==> config.mk <==
export PLATFORM = sky130hd
export DESIGN_NAME = peakoc_ctrl
export DESIGN_NICKNAME = d
export VERILOG_FILES = /design/src/peakoc_pkg.sv /design/src/peakoc_ctrl.sv
export SDC_FILE = /design/constraint.sdc
export NUM_CORES = 1
export LEC_CHECK = 0
export ABC_AREA = 1
export BUFFER_PORTS_ARGS = -buffer_cell sky130_fd_sc_hd__buf_4
export CORE_AREA = 2 2 39 41
export CTS_BUF_LIST = sky130_fd_sc_hd__clkbuf_4 sky130_fd_sc_hd__clkbuf_8
export CTS_CLUSTER_DIAMETER = 150
export DETAILED_ROUTE_END_ITERATION = 10
export DIE_AREA = 0 0 41 43
export SETUP_SLACK_MARGIN = 0.15
export SYNTH_ARGS = -nofsm -noshare
export SYNTH_HDL_FRONTEND = slang
export SYNTH_SLANG_ARGS = --single-unit
==> constraint.sdc <==
create_clock -name clock -period 1.05 [get_ports clock]
set_input_delay 0.21 -clock clock [delete_from_list [all_inputs] [get_ports clock]]
set_output_delay 0.21 -clock clock [all_outputs]
set_load 0.01 [all_outputs]
==> src/peakoc_pkg.sv <==
// Shared types and constants for the peak occurrence check block.
// Used by the controller, the datapath and the top level.
package peakoc_pkg;

   localparam int DEPTH_DEF       = 1024;
   localparam int HALF_WINDOW_DEF = 16;

   localparam int IDX_W      = 10;
   localparam int COEF_W     = 32;
   localparam int LEN_W      = 11;
   localparam int THR_S_W    = 31;
   localparam int CONF_W     = 10;
   localparam int CSR_IDX_W  = 2;
   localparam int CSR_DATA_W = 32;
   localparam int QUOT_W     = 10;
   localparam int NUM_W      = 42;
   localparam int CONF_SCALE = 1000;

   localparam int REQ_DATA_W = 80;   // 74 payload bits padded to whole bytes
   localparam int RSP_DATA_W = 24;   // 20 payload bits padded to whole bytes

   typedef enum logic {
      CMD_LOAD  = 1'b0,
      CMD_QUERY = 1'b1
   } req_cmd_type;

   typedef enum logic [CSR_IDX_W-1:0] {
      REG_USED_LENGTH   = 2'd0,
      REG_THR_PRIMARY   = 2'd1,
      REG_THR_SECONDARY = 2'd2,
      REG_MIN_CONF      = 2'd3
   } csr_reg_type;

   typedef enum logic [3:0] {
      ST_IDLE,
      ST_SCAN_P,
      ST_FLUSH_P,
      ST_WIN,
      ST_SCAN_S,
      ST_FLUSH_S,
      ST_CHECK,
      ST_MUL,
      ST_DIV,
      ST_WRITE,
      ST_RESULT
   } ctrl_state_type;

   typedef struct packed {
      logic load;
      logic start;
      logic scan_p;
      logic win;
      logic scan_s;
      logic check;
      logic mul;
      logic div;
      logic wr;
      logic result;
   } dp_cmd_type;

   typedef struct packed {
      logic scan_none;
      logic cnt_last;
      logic win_empty;
      logic corr_low;
      logic div_last;
      logic rsp_free;
   } dp_status_type;

endpackage

==> src/peakoc_ctrl.sv <==
// Sequencing state machine for the peak occurrence check.
// Depends on peakoc_pkg; drives the datapath through dp_cmd_type.
module peakoc_ctrl (
   input  logic                     clock,
   input  logic                     reset,
   input  logic                     req_tvalid,
   input  logic                     req_tuser,
   output logic                     req_tready,
   output peakoc_pkg::dp_cmd_type   cmd,
   input  peakoc_pkg::dp_status_type status
);
   import peakoc_pkg::*;

   ctrl_state_type state_ff, state_in;

   always_ff @(posedge clock) begin
      if (reset) begin
         state_ff <= ST_IDLE;
      end else begin
         state_ff <= state_in;
      end
   end

   always_comb begin
      state_in   = state_ff;
      cmd        = '0;
      req_tready = 1'b0;
      unique case (state_ff)
         ST_IDLE: begin
            req_tready = 1'b1;
            if (req_tvalid) begin
               if (req_cmd_type'(req_tuser) == CMD_QUERY) begin
                  cmd.start = 1'b1;
                  state_in  = status.scan_none ? ST_WIN : ST_SCAN_P;
               end else begin
                  cmd.load = 1'b1;
               end
            end
         end
         ST_SCAN_P: begin
            cmd.scan_p = 1'b1;
            if (status.cnt_last) state_in = ST_FLUSH_P;
         end
         ST_FLUSH_P: state_in = ST_WIN;
         ST_WIN: begin
            cmd.win  = 1'b1;
            state_in = status.win_empty ? ST_RESULT : ST_SCAN_S;
         end
         ST_SCAN_S: begin
            cmd.scan_s = 1'b1;
            if (status.cnt_last) state_in = ST_FLUSH_S;
         end
         ST_FLUSH_S: state_in = ST_CHECK;
         ST_CHECK: begin
            cmd.check = 1'b1;
            state_in  = status.corr_low ? ST_RESULT : ST_MUL;
         end
         ST_MUL: begin
            cmd.mul  = 1'b1;
            state_in = ST_DIV;
         end
         ST_DIV: begin
            cmd.div = 1'b1;
            if (status.div_last) state_in = ST_WRITE;
         end
         ST_WRITE: begin
            cmd.wr = 1'b1;
            if (status.cnt_last) state_in = ST_RESULT;
         end
         ST_RESULT: begin
            if (status.rsp_free) begin
               cmd.result = 1'b1;
               state_in   = ST_IDLE;
            end
         end
         default: state_in = ST_IDLE;
      endcase
   end

endmodule

# After elaboration in Yosys (flattened, before gate mapping)

Cells that the tools add are included.

Register bits: 4
Input bits: 10
Output and inout bits: 11
Logic and storage cells: 45

Equality and inequality tests: 17
Mux-type cells: 25
Reduce and logical (&&, ||, !) cells: 2

Operators with widths:

| cell                 | count |
|---|---|
| $pmux W4 S11         | 1 |
| $mux W4              | 9 |
| $eq A4 B3 Y1 const B | 4 |
| $ne A2 B2 Y1 const B | 7 |
| $eq A4 B4 Y1 const B | 3 |
| $mux W1              | 12 |
| $eq A4 B2 Y1 const B | 2 |
| $reduce_and A7 Y1    | 1 |
| $mux W2              | 3 |
| $eq A4 B1 Y1 const B | 1 |
| $logic_not A4 Y1     | 1 |

# Depth between registers and ports, before layout

Word-level depth: 4
Depth in mapped cells: 8
Gate-level depth less buffers: 8

# Worst setup path before layout

No wires, ideal clock.

Path type: reg2out
Start: register state_ff[0]
End: output cmd[9] (netlist name)
Arrival time: 0.981 ns
Required time: 0.840 ns
Slack: -0.141 ns
Stages on the path, launching flop included: 6
Buffers on the path: 0
Path through: dfxtp_1 -> nor2_2 -> nand2_1 -> inv_1 -> nand2_1 -> nor2_1

RTL lines:

| what                   | line              | source |
|---|---|---|
| from (decl)            | peakoc_ctrl.sv:14 | `ctrl_state_type state_ff, state_in;` |
| from (signal assigned) | peakoc_ctrl.sv:20 | `state_ff <= state_in;` |
| to (decl)              | peakoc_ctrl.sv:9  | `output peakoc_pkg::dp_cmd_type cmd,` |

==> results.txt <==
The cell sitting at the root of the clock tree is a sky130_fd_sc_hd__clkbuf_4. Across all layers, the routed design uses 621 vias. The number of flip-flops under the largest register name is 4. Setup repair after global routing could not meet its margin everywhere. The remaining global-route overflow is 0. The kind of cell adding the most delay to the critical path is flip-flops. Clock tree synthesis found a total of 4 sinks. The worst setup path is of the reg -> out kind.

STA puts the critical path data required time at 840 ps. Timing would allow up to 755 MHz. The area of the placeable core came out at 0.00138 mm^2.

Buffers inserted to repair hold after CTS numbered 0. The mean instance size in the synthesized netlist came out at 5.20 um^2. The area share of the largest cell type after synthesis is 20.9%. The number of maximum-capacitance constraint violations is 0. The repair_antennas step left the layout with diodes totalling 0. Counting both buffers and inverters, the worst setup path holds a total of 2. The static leakage came out at 0.439 nW.

The estimated wirelength of the detail-placed design came out at 1.07 mm. The worst reg2reg path startpoint is state_ff[1]$_SDFFE_PP0P_. The clock network accounts for 10.0% of the total power.

The die area came out at 0.00176 mm^2. The internal power of the cells totals 1.03 mW. state_ff holds more flip-flops than any other register. The worst path uses 126% of the clock period. The via density per instance is 4.74. Of the cells placed in the final design, the portion with a size suffix greater than 1 is 68.7%. The number of core rows came out at 14.

The total of fill cells in the finished design is 113. The worst slew margin relative to its limit came out at 87.9%. STA classifies the critical path startpoint as a flip-flop. The final critical delay including setup and external delays came out at 1320 ps. The die extent in x is 41 um. The delay of the slowest cell on the worst path is 360 ps. The compound-cell area share of the yosys netlist came out at 10.8%. The overall power consumption is 1.88 mW. For the worst setup path, the data arrival time is 1110 ps.

The count of endpoints failing hold in the final timing report came to 0. After detailed routing, the number of remaining DRC violations is 0. The final core area utilization is 63.9%. The switching power share of the total came out at 45.1%. No sink is reached through more buffers than the 2 on the longest clock path. The count of synthesis-stage warnings from yosys is 0. The largest individual stage delay along the critical path comes from the cell sky130_fd_sc_hd__dfxtp_4.

Entering global routing, the biggest net connects 7 pins. The initial antenna violation count was 0. Of all nets on the critical path, the largest fanout is 6. Traced cell by cell, the critical path runs through nor2_4 > nand2_2 > inv_2 > nand2_2 > nor2_2 > buf_4.

The sequential share of power is 16.0%. The total global routing track utilization came out at 18.3%. The level count of the clock H-tree came out at 1. Summing the areas of all xor and xnor instances in the mapped netlist gives 0% of the synthesized area.

The final-report max-slew violation count came to 0. For this block, the routed nets add up to 1.47 mm of wire. The clock slew seen by the registers of the worst setup and hold paths is 40 ps. The CTS tree is yes. The count of final setup violators is 15. The relative area change from synthesis to final layout came out at 124%. The sequential area share after synthesis came out at 20.3%.

The finished cells cover 885 um^2. The simple logic cell fraction of the synthesized area came out at 57.6%. The largest registers in the layout are state_ff (4). Synthesis inferred 4 register bits. By instance count, the cell type seen most on the critical path is sky130_fd_sc_hd__nand2_2.

The flow ran to the end, but the final reports show violations. The violation count after the first detailed-routing iteration came out at 9. The library cell with the largest summed area after synthesis is sky130_fd_sc_hd__nand2_1. The first detailed-routing pass ran for 4 iterations. The source-to-sink clock delay at the later pin of the worst-skew pair came out at 240 ps. Counting instances, the worst hold path has a depth of 2.

In this run, the combinational gates consume 74.0% of the power. The worst clock skew on the final layout is 5.94 ps. The final-stage net count came out at 127. The synthesized area is 395 um^2.

The number of clock buffers added by TritonCTS is 3. The number of instances in the synthesized netlist came out at 76. The most common cell in the synthesized netlist is sky130_fd_sc_hd__nand2_1. Once the floorplan was initialized, standard cells occupied 28.6% of the core. Summing all placed instances gives a cell area of 684 um^2.

The count of distinct cell types in the synthesized netlist came out at 15. Ranked by total cell area, the synthesized netlist is headed by sky130_fd_sc_hd__nand2_1 (21%), sky130_fd_sc_hd__dfxtp_1 (20%), sky130_fd_sc_hd__nor2_1 (17%), sky130_fd_sc_hd__inv_1 (10%), sky130_fd_sc_hd__nand3_1 (8.9%). In this run the worst hold path is classified as in -> reg. The number of top-level design ports came out at 21.

The remaining antenna violation count came out at 0. The via count of the first global-routing pass came out at 548. The maximum resistive drop on vdd is 1450 uV. The proportion of synthesized area in mux cells is 0%.

The post-synthesis adder-cell area fraction came out at 0%. By count the netlist is led by sky130_fd_sc_hd__nand2_1 (22), sky130_fd_sc_hd__nor2_1 (18), sky130_fd_sc_hd__inv_1 (11), sky130_fd_sc_hd__nand3_1 (7). For this design the ratio of total power to cell area is 2120 mW/mm^2.

The flop-to-flop setup slack came out at -210 ps. The first global-routing pass estimated 2.21 mm of wire. By area, the combinational part of the netlist is dominated by simple AND/OR/NAND/NOR gates. STA classifies the critical path endpoint as an output pin. The checks that failed: setup timing. The weighted congestion at the end of routability-driven global placement came out at 0.808. The post-synthesis net count came out at 86.

The power spent charging and discharging nets came out at 0.847 mW. The number of logic stages on the critical path including buffering came out at 6. In this run the critical register-to-register path is captured at state_ff[3]$_SDFFE_PP0P_.

The transition time of the tightest slew-check pin came out at 181 ps. The fraction of registers with async set/reset came out at 0%. The count of buffers added on input and output ports is 20.

The routed wire length per instance came out at 11.2 um. The overall die height is 43 um. Yosys mapped a number of flops with a built-in enable equal to 0. The number of cells on the worst reg-to-reg path is 8. The final critical-path setup slack is -275 ps. The destination of the worst hold path is state_ff[0]$_SDFFE_PP0P_. The hold path startpoint is reset.

For this run, the leading register cell type out of synthesis is sky130_fd_sc_hd__dfxtp_1.
==> power groups by stage <==
stage               combinational, mW  sequential, mW  clock, mW
floorplan                       0.573           0.265          0
global placement                0.895           0.277          0
detailed placement              0.902           0.281          0
CTS                              1.09           0.292      0.193
global route                     1.50           0.306      0.208
finish                           1.39           0.299      0.188
==> timing repair <==
| item | 4_1_cts | 5_1_grt |
|---|---|---|
| endpoints found under the setup margin | 15 | 15 |
| resized for setup | 9 | 19 |
| buffers inserted | 5 | 5 |
| pin swaps | 5 | 14 |
| endpoints found under the hold margin | 0 | 0 |
==> cell families (layout without fill, tap and decap cells) <==
kind of cell,after synthesis,in the layout
buffers and inverters,12,51
flip-flops,4,4
AND/OR/NAND/NOR,53,53
AO/OA/AOI/OAI,7,7
==> area by class of cell <==
cell class / instances / area [um^2] / share of cell area, %
flip-flops and latches: 4 / 95.1 / 10.7
clock buffers: 3 / 22.5 / 2.55
well taps: 16 / 20.0 / 2.26
repair buffers: 36 / 289 / 32.7
multi-input cells: 60 / 408 / 46.1
inverters: 12 / 50.0 / 5.66
==> layer usage <==
metal	track usage [%]	vias to the layer above	share of wire, %
li1	-	325	-
met1	21.9	280	42
met2	30.9	16	54
met3	6.28	0	4.5
met4	2.00	0	0
met5	0	-	0
==> cells in the final DEF (no fill, tap or decap), types with 2 or more instances in the layout <==
master	count
sky130_fd_sc_hd__nand2_1	12
sky130_fd_sc_hd__dfxtp_4	4
sky130_fd_sc_hd__nand3_2	3
sky130_fd_sc_hd__nand2_4	2
sky130_fd_sc_hd__nand3_1	5
sky130_fd_sc_hd__nor2_4	7
sky130_fd_sc_hd__buf_4	31
sky130_fd_sc_hd__inv_2	5
sky130_fd_sc_hd__nand4_1	2
sky130_fd_sc_hd__inv_1	6
sky130_fd_sc_hd__clkbuf_4	3
sky130_fd_sc_hd__nor2_2	5
sky130_fd_sc_hd__nor2_1	7
sky130_fd_sc_hd__nand2_2	8
sky130_fd_sc_hd__a21oi_1	3
sky130_fd_sc_hd__buf_6	5
==> metrics by stage <==
step	std cells	hold slack [ps]	setup WS, ps	setup TNS (ps)
4_1_cts	126	151	-261	-3140
3_3_place_gp	118	392	-96.5	-422
3_5_place_dp	118	394	-120	-493
2_1_floorplan	76	265	-16.8	-56.5
5_1_grt	131	147	-339	-4060
6_report	131	154	-275	-3160
==> worst max-delay path by stage <==
stage / to / from
CTS: cmd[7] / state_ff[1]$_SDFFE_PP0P_
finish: cmd[9] / state_ff[1]$_SDFFE_PP0P_
global route: cmd[9] / state_ff[1]$_SDFFE_PP0P_
global placement: cmd[9] / state_ff[1]$_SDFFE_PP0P_
detailed placement: cmd[9] / state_ff[1]$_SDFFE_PP0P_
floorplan: cmd[9] / state_ff[1]$_SDFFE_PP0P_
Note: power is estimated with default switching activity, not from simulation.
